**src/rtl/core/ssid_pkg.sv**
```systemverilog
package ssid_pkg;

  localparam int FUNC_W  = 2;
  localparam int ELEM_W  = 32;
  localparam int COUNT_W = 6;

  localparam logic [FUNC_W-1:0] OP_INSERT = 2'd0;
  localparam logic [FUNC_W-1:0] OP_DELETE = 2'd1;
  localparam logic [FUNC_W-1:0] OP_REPORT = 2'd2;

  typedef struct packed {
    logic lt;
    logic eq;
  } cmp_res_t;

endpackage

```
**src/rtl/core/ssid_ram.sv**
```systemverilog
module ssid_ram #(
  parameter int DEPTH = 32,
  parameter int WIDTH = 32
) (
  input  logic                     clk,
  input  logic                     we,
  input  logic [$clog2(DEPTH)-1:0] waddr,
  input  logic [WIDTH-1:0]         wdata,
  input  logic [$clog2(DEPTH)-1:0] raddr,
  output logic [WIDTH-1:0]         rdata
);

  logic [WIDTH-1:0] mem [DEPTH];

  always_ff @(posedge clk) begin
    if (we) begin
      mem[waddr] <= wdata;
    end
  end

  always_ff @(posedge clk) begin
    rdata <= mem[raddr];
  end

endmodule

```
**src/rtl/core/ssid_cmp.sv**
```systemverilog
module ssid_cmp
  import ssid_pkg::*;
#(
  parameter int WIDTH = 32
) (
  input  logic signed [WIDTH-1:0] a,
  input  logic signed [WIDTH-1:0] b,
  output cmp_res_t                res
);

  assign res.lt = (a < b);
  assign res.eq = (a == b);

endmodule

```
**src/rtl/core/ssid_ctrl.sv**
```systemverilog
module ssid_ctrl
  import ssid_pkg::*;
#(
  parameter int CAPACITY    = 32,
  parameter int VALUE_WIDTH = 32
) (
  input  logic                           clk,
  input  logic                           rst,
  input  logic                           in_valid,
  output logic                           in_ready,
  input  logic [FUNC_W-1:0]              in_func,
  input  logic signed [ELEM_W-1:0]       in_value,
  output logic                           out_valid,
  input  logic                           out_ready,
  output logic [ELEM_W-1:0]              out_element,
  output logic                           out_element_valid,
  output logic [COUNT_W-1:0]             out_count,
  output logic                           out_dropped,
  output logic                           out_last,
  output logic                           mem_we,
  output logic [$clog2(CAPACITY)-1:0]    mem_waddr,
  output logic [VALUE_WIDTH-1:0]         mem_wdata,
  output logic [$clog2(CAPACITY)-1:0]    mem_raddr,
  input  logic signed [VALUE_WIDTH-1:0]  mem_rdata,
  output logic signed [VALUE_WIDTH-1:0]  cmp_a,
  output logic signed [VALUE_WIDTH-1:0]  cmp_b,
  input  cmp_res_t                       cmp_res
);

  localparam int AW = $clog2(CAPACITY);
  localparam int CW = $clog2(CAPACITY + 1);
  localparam logic [CW-1:0] CAP = CW'(CAPACITY);
  localparam logic [CW-1:0] ONE = CW'(1);

  typedef enum logic [10:0] {
    S_IDLE     = 11'b00000000001,
    S_SRCH_RD  = 11'b00000000010,
    S_SRCH_CMP = 11'b00000000100,
    S_DECIDE   = 11'b00000001000,
    S_SHUP_RD  = 11'b00000010000,
    S_SHUP_WR  = 11'b00000100000,
    S_INS_WR   = 11'b00001000000,
    S_SHDN_RD  = 11'b00010000000,
    S_SHDN_WR  = 11'b00100000000,
    S_EMIT_RD  = 11'b01000000000,
    S_EMIT_LD  = 11'b10000000000
  } state_t;

  state_t                   state;
  logic [CW-1:0]            idx;
  logic [CW-1:0]            pos;
  logic [CW-1:0]            cnt;
  logic [FUNC_W-1:0]        func_r;
  logic signed [VALUE_WIDTH-1:0] x;
  logic                     found;
  logic                     drop;
  logic                     load;
  logic                     emit_last;
  logic [CW-1:0]            idx_inc;
  logic [CW-1:0]            idx_inc2;

  assign in_ready  = (state == S_IDLE);
  assign idx_inc   = idx + ONE;
  assign idx_inc2  = idx + CW'(2);
  assign load      = (state == S_EMIT_LD) && (!out_valid || out_ready);
  assign emit_last = (cnt == '0) || (idx_inc == cnt);

  assign cmp_a = mem_rdata;
  assign cmp_b = x;

  always_comb begin
    mem_we    = 1'b0;
    mem_waddr = idx[AW-1:0];
    mem_wdata = mem_rdata;
    mem_raddr = idx[AW-1:0];
    unique case (state)
      S_SHDN_RD: begin
        mem_raddr = idx_inc[AW-1:0];
      end
      S_SHUP_WR: begin
        mem_we    = 1'b1;
        mem_waddr = idx_inc[AW-1:0];
      end
      S_SHDN_WR: begin
        mem_we = 1'b1;
      end
      S_INS_WR: begin
        mem_we    = 1'b1;
        mem_waddr = pos[AW-1:0];
        mem_wdata = x;
      end
      default: begin
      end
    endcase
  end

  always_ff @(posedge clk) begin
    if (rst) begin
      state <= S_IDLE;
      cnt   <= '0;
    end else begin
      unique case (state)
        S_IDLE: begin
          if (in_valid) begin
            func_r <= in_func;
            x      <= VALUE_WIDTH'(in_value);
            drop   <= 1'b0;
            found  <= 1'b0;
            idx    <= '0;
            state  <= (cnt == '0) ? S_DECIDE : S_SRCH_RD;
          end
        end
        S_SRCH_RD: begin
          state <= S_SRCH_CMP;
        end
        S_SRCH_CMP: begin
          if (cmp_res.lt) begin
            idx   <= idx_inc;
            state <= (idx_inc == cnt) ? S_DECIDE : S_SRCH_RD;
          end else begin
            found <= cmp_res.eq;
            state <= S_DECIDE;
          end
        end
        S_DECIDE: begin
          pos   <= idx;
          state <= S_EMIT_RD;
          if (func_r == OP_INSERT && !found) begin
            if (cnt == CAP) begin
              drop <= 1'b1;
              idx  <= '0;
            end else if (idx == cnt) begin
              state <= S_INS_WR;
            end else begin
              idx   <= cnt - ONE;
              state <= S_SHUP_RD;
            end
          end else if (func_r == OP_DELETE && found) begin
            if (idx_inc == cnt) begin
              cnt <= cnt - ONE;
              idx <= '0;
            end else begin
              state <= S_SHDN_RD;
            end
          end else begin
            idx <= '0;
          end
        end
        S_SHUP_RD: begin
          state <= S_SHUP_WR;
        end
        S_SHUP_WR: begin
          if (idx == pos) begin
            state <= S_INS_WR;
          end else begin
            idx   <= idx - ONE;
            state <= S_SHUP_RD;
          end
        end
        S_INS_WR: begin
          cnt   <= cnt + ONE;
          idx   <= '0;
          state <= S_EMIT_RD;
        end
        S_SHDN_RD: begin
          state <= S_SHDN_WR;
        end
        S_SHDN_WR: begin
          if (idx_inc2 == cnt) begin
            cnt   <= cnt - ONE;
            idx   <= '0;
            state <= S_EMIT_RD;
          end else begin
            idx   <= idx_inc;
            state <= S_SHDN_RD;
          end
        end
        S_EMIT_RD: begin
          state <= S_EMIT_LD;
        end
        S_EMIT_LD: begin
          if (load) begin
            idx   <= idx_inc;
            state <= emit_last ? S_IDLE : S_EMIT_RD;
          end
        end
        default: begin
          state <= S_IDLE;
        end
      endcase
    end
  end

  // output register, frees the sequencer from the sink
  always_ff @(posedge clk) begin
    if (rst) begin
      out_valid <= 1'b0;
    end else if (load) begin
      out_valid <= 1'b1;
    end else if (out_ready) begin
      out_valid <= 1'b0;
    end
  end

  always_ff @(posedge clk) begin
    if (load) begin
      out_element       <= (cnt == '0) ? '0 : ELEM_W'(mem_rdata);
      out_element_valid <= (cnt != '0);
      out_count         <= COUNT_W'(cnt);
      out_dropped       <= drop;
      out_last          <= emit_last;
    end
  end

  a_cnt_bound: assert property (@(posedge clk) disable iff (rst) cnt <= CAP)
    else $error("stored count above capacity");

  a_drop_full: assert property (@(posedge clk) disable iff (rst)
    (load && drop) |-> (cnt == CAP))
    else $error("drop flagged while set not full");

  a_last_idle: assert property (@(posedge clk) disable iff (rst)
    (load && emit_last) |=> (state == S_IDLE))
    else $error("final beat not followed by idle");

  a_shift_room: assert property (@(posedge clk) disable iff (rst)
    (state == S_SHUP_RD || state == S_INS_WR) |-> (cnt < CAP))
    else $error("insert shift with full set");

  a_shdn_range: assert property (@(posedge clk) disable iff (rst)
    (state == S_SHDN_WR) |-> (idx_inc < cnt))
    else $error("delete shift past end");

endmodule

```
**src/rtl/core/sorted_unique_set_insert_delete.sv**
```systemverilog
// Sorted set of up to CAPACITY distinct signed values. Each input beat
// (tuser = func: 0 insert, 1 delete, 2 or 3 report only; tdata = value) is
// followed by a run of output beats listing the whole set in ascending order,
// one per value, tlast on the final beat; an empty set gives a single beat
// with element_valid low. A new value offered to a full set is refused and
// dropped is set on every beat of that run. One RAM with a write port and a
// registered read port, and one comparator, do all the work. An operation compares
// stored entries in ascending order until one is not below the value, shifts the
// entries above the position one at a time for an insert or delete, writes the
// inserted value, then reads the set out one entry per beat; the sink may stall any
// waiting beat by holding m_tready low. s_tready is high only between operations;
// the final output beat may still be waiting.
module sorted_unique_set_insert_delete
  import ssid_pkg::*;
#(
  parameter int CAPACITY    = 32,
  parameter int VALUE_WIDTH = 32
) (
  input  logic        clk,
  input  logic        rst,
  input  logic        s_tvalid,
  output logic        s_tready,
  input  logic [31:0] s_tdata,   // [31:0] value
  input  logic [1:0]  s_tuser,   // [1:0] func
  output logic        m_tvalid,
  input  logic        m_tready,
  output logic [39:0] m_tdata,   // [31:0] element, [37:32] count, [39:38] zero
  output logic [1:0]  m_tuser,   // [0] element_valid, [1] dropped
  output logic        m_tlast
);

  localparam int AW = $clog2(CAPACITY);

  logic                          mem_we;
  logic [AW-1:0]                 mem_waddr;
  logic [VALUE_WIDTH-1:0]        mem_wdata;
  logic [AW-1:0]                 mem_raddr;
  logic [VALUE_WIDTH-1:0]        mem_rdata;
  logic signed [VALUE_WIDTH-1:0] cmp_a;
  logic signed [VALUE_WIDTH-1:0] cmp_b;
  cmp_res_t                      cmp_res;
  logic [ELEM_W-1:0]             element;
  logic                          element_valid;
  logic [COUNT_W-1:0]            count;
  logic                          dropped;

  ssid_ram #(
    .DEPTH (CAPACITY),
    .WIDTH (VALUE_WIDTH)
  ) u_ram (
    .clk   (clk),
    .we    (mem_we),
    .waddr (mem_waddr),
    .wdata (mem_wdata),
    .raddr (mem_raddr),
    .rdata (mem_rdata)
  );

  ssid_cmp #(
    .WIDTH (VALUE_WIDTH)
  ) u_cmp (
    .a   (cmp_a),
    .b   (cmp_b),
    .res (cmp_res)
  );

  ssid_ctrl #(
    .CAPACITY    (CAPACITY),
    .VALUE_WIDTH (VALUE_WIDTH)
  ) u_ctrl (
    .clk               (clk),
    .rst               (rst),
    .in_valid          (s_tvalid),
    .in_ready          (s_tready),
    .in_func           (s_tuser),
    .in_value          (s_tdata),
    .out_valid         (m_tvalid),
    .out_ready         (m_tready),
    .out_element       (element),
    .out_element_valid (element_valid),
    .out_count         (count),
    .out_dropped       (dropped),
    .out_last          (m_tlast),
    .mem_we            (mem_we),
    .mem_waddr         (mem_waddr),
    .mem_wdata         (mem_wdata),
    .mem_raddr         (mem_raddr),
    .mem_rdata         (mem_rdata),
    .cmp_a             (cmp_a),
    .cmp_b             (cmp_b),
    .cmp_res           (cmp_res)
  );

  assign m_tdata = {2'b00, count, element};
  assign m_tuser = {dropped, element_valid};

endmodule

```
**config.mk**
```make
export PLATFORM = sky130hd
export DESIGN_NAME = sorted_unique_set_insert_delete
export DESIGN_NICKNAME = d
export VERILOG_FILES = /design/src/rtl/core/ssid_pkg.sv /design/src/rtl/core/ssid_ram.sv /design/src/rtl/core/ssid_cmp.sv /design/src/rtl/core/ssid_ctrl.sv /design/src/rtl/core/sorted_unique_set_insert_delete.sv
export SDC_FILE = /design/constraint.sdc
export NUM_CORES = 2
export LEC_CHECK = 0
export BUFFER_PORTS_ARGS = -buffer_cell sky130_fd_sc_hd__buf_4
export CAP_MARGIN = 25
export CORE_UTILIZATION = 55
export DETAILED_ROUTE_END_ITERATION = 10
export PLACE_DENSITY = 0.79
export REMOVE_ABC_BUFFERS = 1
export SYNTH_ARGS = -nofsm -noshare
export SYNTH_HDL_FRONTEND = slang
export SYNTH_SLANG_ARGS = --single-unit
```
**constraint.sdc**
```tcl
create_clock -name clk -period 8.6 [get_ports clk]
set_input_delay 0.43 -clock clk [delete_from_list [all_inputs] [get_ports clk]]
set_output_delay 0.43 -clock clk [all_outputs]
set_load 0.005 [all_outputs]
```
==> impl_metrics.csv <==
group,metric,value,unit
worst_setup_path,setup.reg_to_reg.worst_slack,3860,ps
floorplan,chipHeight,310,um
clocking,clock_path_buffers,3,
pwr,power-per-cell-area,291,mW/mm2
sta,skew,32.4,ps
global_route,antenna_violations_before_repair,6,
min_path,min_delay_worst_endpoint,"u_ctrl.cnt[5]",
min_path,holdCritStartpoint,"rst",
detailed_routing,route.vias.total,35758,
floorplan,placementRows,112,
clocking,level_count_of_the_clock_h_tree,3,
worst_setup_path,r2r_startpoint,"u_ctrl.idx[0]",
finish,post_layout_net_count,4119,
sta,report.final.slew_viol_count,0,
finish,post-route-util,62.5,%
worst_setup_path,arrival_time_of_the_worst_setup_path,5320,ps
floorplan,die_area,0.0963,mm2
finish,design_area,0.0586,mm2
synth,synth-seq-area-share,65.8,%
synth,post_synth.cell_area_avg,13.1,um2
worst_setup_path,worstPathRequired,9190,ps
clocking,cts-buffers-inserted,112,
synth,netlist.top_cell.by_area,"sky130_fd_sc_hd__edfxtp_1",
finish,syn2layout_area_growth,12.1,%
clocking,tritoncts_clock_tree,"done",
global_route,grt-ovfl-total,0,
place,gp_congestion,0.941,
sta,tightestPinTransition,1100,ps
pwr,p_leak,19.7,nW
place,total_placed_instance_area,0.0545,mm2
worst_setup_path,worstSetupPathType,"reg -> reg",
pwr,peakVddDrop,0.368,mV
worst_setup_path,rr_worst_depth,8,
synth,synth.lib_cells_used.distinct,77,
clocking,tritoncts_num_sinks,1163,
synth,ys_ff_latch,1163,
global_route,first_global_vias,33999,
worst_setup_path,crit_path_end_kind,"flop",
detailed_routing,detail_route.iter0.violations,5247,
sta,setup_total_negative_slack,0,ps
place,dpl_worst_slack,3950,ps
synth,synth-warning-count,0,
floorplan,io-pin-count,83,
min_path,worst_hold_path.num_cells,2,
clocking,postCtsSetupRepairBufs,0,
global_route,grtUsageTotal,29.9,%
sta,fin_crit,4740,ps
synth,postSynthCellCount,4003,
worst_setup_path,timing.critical_path.fanout_max,60,
detailed_routing,final_antenna_net_count,0,
sta,layout_setup_ws,3860,ps
min_path,min-delay-path-class,"in -> reg",
global_route,grt_first_pass_wirelength,212,mm
sta,max_freq,0.211,GHz
sta,relSlewSlack,26.4,%
sta,hold_violations,0,
floorplan,initial_core_util,55.8,%
place,portBuffers,80,
detailed_routing,detail_route.wl_per_cell,27.0,um
detailed_routing,drt-vias-per-instance,6.63,
flow_run,max_cap_viol_count,0,
global_route,maximum_number_of_pins_on_one_net_before_global_route_repair,199,
synth,synthArstFlopShare,0,%
worst_setup_path,reg2reg_to,"u_ram.rdata[7]",
detailed_routing,detail_route.first_pass.iterations,8,
detailed_routing,detail_route.drc_violations,0,
clocking,worstSkewPairLatency,710,ps
status,outcome,"completed",
clocking,postcts_resize_cnt,0,
clocking,cts_root_buffer,"sky130_fd_sc_hd__clkbuf_16",
synth,mappedNetlistArea,0.0523,mm2
sta,finalCritPeriodShare,55.1,%
floorplan,die_w,310,um
worst_setup_path,timing.critical_path.from_type,"flop",
place,post_detailed_placement_half_perimeter_wirelength,83.1,mm
sta,setup_repair_after_global_routing_missed_its_margin,"false",
clocking,worst_setup_hold_path_clk_slew,60,ps
detailed_routing,wirelength,145,mm
sta,timing.final.setup_violations,0,
synth,count_of_flip_flops_with_a_built_in_enable_after_synthesis,1113,
finish,drive_above_1_share,12.0,%
synth,post_synth_main_area_contributors,"sky130_fd_sc_hd__edfxtp_1 (64%), sky130_fd_sc_hd__mux2i_1 (5.6%), sky130_fd_sc_hd__nand2_1 (4.6%)",
synth,yosysTopAreaCellShare,63.9,%
synth,synth-main-ff-cell,"sky130_fd_sc_hd__edfxtp_1",
floorplan,core,0.0937,mm2
[worst max-delay path, stage by stage (launching register included)]
cell                       delay [ps]
sky130_fd_sc_hd__edfxtp_1         420
sky130_fd_sc_hd__clkinv_1         400
sky130_fd_sc_hd__ha_4             940
sky130_fd_sc_hd__buf_4            720
sky130_fd_sc_hd__buf_4            730
sky130_fd_sc_hd__a211oi_1         190
sky130_fd_sc_hd__o311ai_0         690
sky130_fd_sc_hd__nand4_1          200
sky130_fd_sc_hd__nor4_2           190
[synthesized netlist by cell type (9+ instances only)]
library cell and n:
sky130_fd_sc_hd__nand4_1 46, sky130_fd_sc_hd__mux4_2 32, sky130_fd_sc_hd__mux2i_1 295, sky130_fd_sc_hd__dfxtp_1 50, sky130_fd_sc_hd__edfxtp_1 1113, sky130_fd_sc_hd__buf_2 51
sky130_fd_sc_hd__a21oi_1 59, sky130_fd_sc_hd__nor2b_1 262, sky130_fd_sc_hd__xor2_1 13, sky130_fd_sc_hd__nand2b_1 11, sky130_fd_sc_hd__buf_1 20, sky130_fd_sc_hd__ha_1 39
sky130_fd_sc_hd__a211oi_1 259, sky130_fd_sc_hd__nor2_1 103, sky130_fd_sc_hd__clkbuf_1 196, sky130_fd_sc_hd__nor4_2 31, sky130_fd_sc_hd__nand3_1 267, sky130_fd_sc_hd__a32oi_1 33
sky130_fd_sc_hd__and2_1 36, sky130_fd_sc_hd__inv_1 48, sky130_fd_sc_hd__o21ai_0 47, sky130_fd_sc_hd__o311ai_0 130, sky130_fd_sc_hd__a21o_1 9, sky130_fd_sc_hd__nor3_1 18
sky130_fd_sc_hd__xnor2_1 18, sky130_fd_sc_hd__nand2_1 647, sky130_fd_sc_hd__a31oi_1 40, sky130_fd_sc_hd__buf_4 22
[state kept, by name, indices dropped and copies added, names as in the netlist, 2 cells and up]
signal,cells
u_ram.mem,1024
u_ctrl.cmp_b,32
u_ctrl.out_element,32
u_ram.rdata,32
u_ctrl.state,11
u_ctrl.cnt,6
u_ctrl.idx,6
u_ctrl.out_count,6
u_ctrl.pos,6
u_ctrl.func_r,2
[final cells by class]
| cell class | instances | area (um2) |
|---|---|---|
| diodes | 2 | 5.00 |
| flip-flops and latches | 1163 | 34400 |
| well taps | 1254 | 1570 |
| clock buffers | 139 | 2980 |
| inverters | 49 | 184 |
| clock inverters | 70 | 724 |
| multi-input cells | 2498 | 16900 |
| fillers | 6611 | 35100 |
| repair buffers | 218 | 1840 |
[placed cells by master, fill, tap and decap left out, types with 32 or more instances in the layout]
cell type	Yosys	routed
sky130_fd_sc_hd__nor4_2	31	32
sky130_fd_sc_hd__a31oi_1	40	40
sky130_fd_sc_hd__nand3_1	267	267
sky130_fd_sc_hd__nor2_1	103	70
sky130_fd_sc_hd__dlygate4sd3_1	0	34
sky130_fd_sc_hd__and2_1	36	36
sky130_fd_sc_hd__clkbuf_16	0	113
sky130_fd_sc_hd__nor2_4	0	33
sky130_fd_sc_hd__a21oi_1	59	56
sky130_fd_sc_hd__ha_1	39	38
sky130_fd_sc_hd__nand2_1	647	645
sky130_fd_sc_hd__nor2b_1	262	261
sky130_fd_sc_hd__nand4_1	46	46
sky130_fd_sc_hd__o311ai_0	130	130
sky130_fd_sc_hd__a32oi_1	33	33
sky130_fd_sc_hd__inv_1	48	48
sky130_fd_sc_hd__edfxtp_1	1113	1113
sky130_fd_sc_hd__a211oi_1	259	259
sky130_fd_sc_hd__buf_4	22	172
sky130_fd_sc_hd__mux4_2	32	32
sky130_fd_sc_hd__mux2i_1	295	295
sky130_fd_sc_hd__dfxtp_1	50	50
[metrics by stage]
stage                     hold WS (ps)  instances  total power, mW
after CTS                         24.9       5386             16.9
final                             53.3       5393             17.1
after floorplan                    400       3710             10.9
after detailed placement           419       5143             12.0
after global routing              58.7       5392             17.6
after global placement             417       5140             11.9
[what timing repair did]
action                                 4_1_cts  5_1_grt
endpoints found under the hold margin       34        0
setup endpoints to repair                    0        0
hold buffers                                34        0
[cells by family (layout without fill, tap and decap cells)]
kind of cell / after synthesis / count (layout) / synth area share, %
and+or+nand+nor: 1470 / 1470 / 13.9
DFF: 1163 / 1163 / 65.8
AOI/OAI and AO/OA: 626 / 626 / 8.88
buffers and inverters: 343 / 476 / 2.81
muxes: 329 / 329 / 7.07
adders and majority gates: 39 / 39 / 0.933
xor gates and xnor gates: 32 / 32 / 0.550
other: 1 / 4 / 0.00717
[worst max-delay path by stage]
stage                       start         endpoint  slack, ps  depth (start not counted)
detailed placement  u_ctrl.idx[0]   u_ram.rdata[7]       3950                          8
CTS                 u_ctrl.idx[0]   u_ram.rdata[7]       3920                          8
global route        u_ctrl.idx[0]   u_ram.rdata[7]       3700                          8
global placement    u_ctrl.idx[0]   u_ram.rdata[7]       4190                          8
finish              u_ctrl.idx[0]   u_ram.rdata[7]       3860                          8
floorplan           u_ctrl.idx[1]  u_ram.rdata[10]     -17130                          6
[where the power goes]
group / switching [mW] / internal, mW / leakage (nW)
logic: 3.32 / 1.43 / 7.48
clock network: 2.14 / 2.82 / 1.79
registers: 0.245 / 7.13 / 10.4
[metal layers]
layer	up-vias	GRT usage, %	routed length, um
li1	15377	-	-
met1	17543	40.1	54600
met2	2401	46.4	66700
met3	435	6.53	16900
met4	2	14.6	7200
met5	-	0	11
Note: power is estimated with default switching activity, not from simulation.
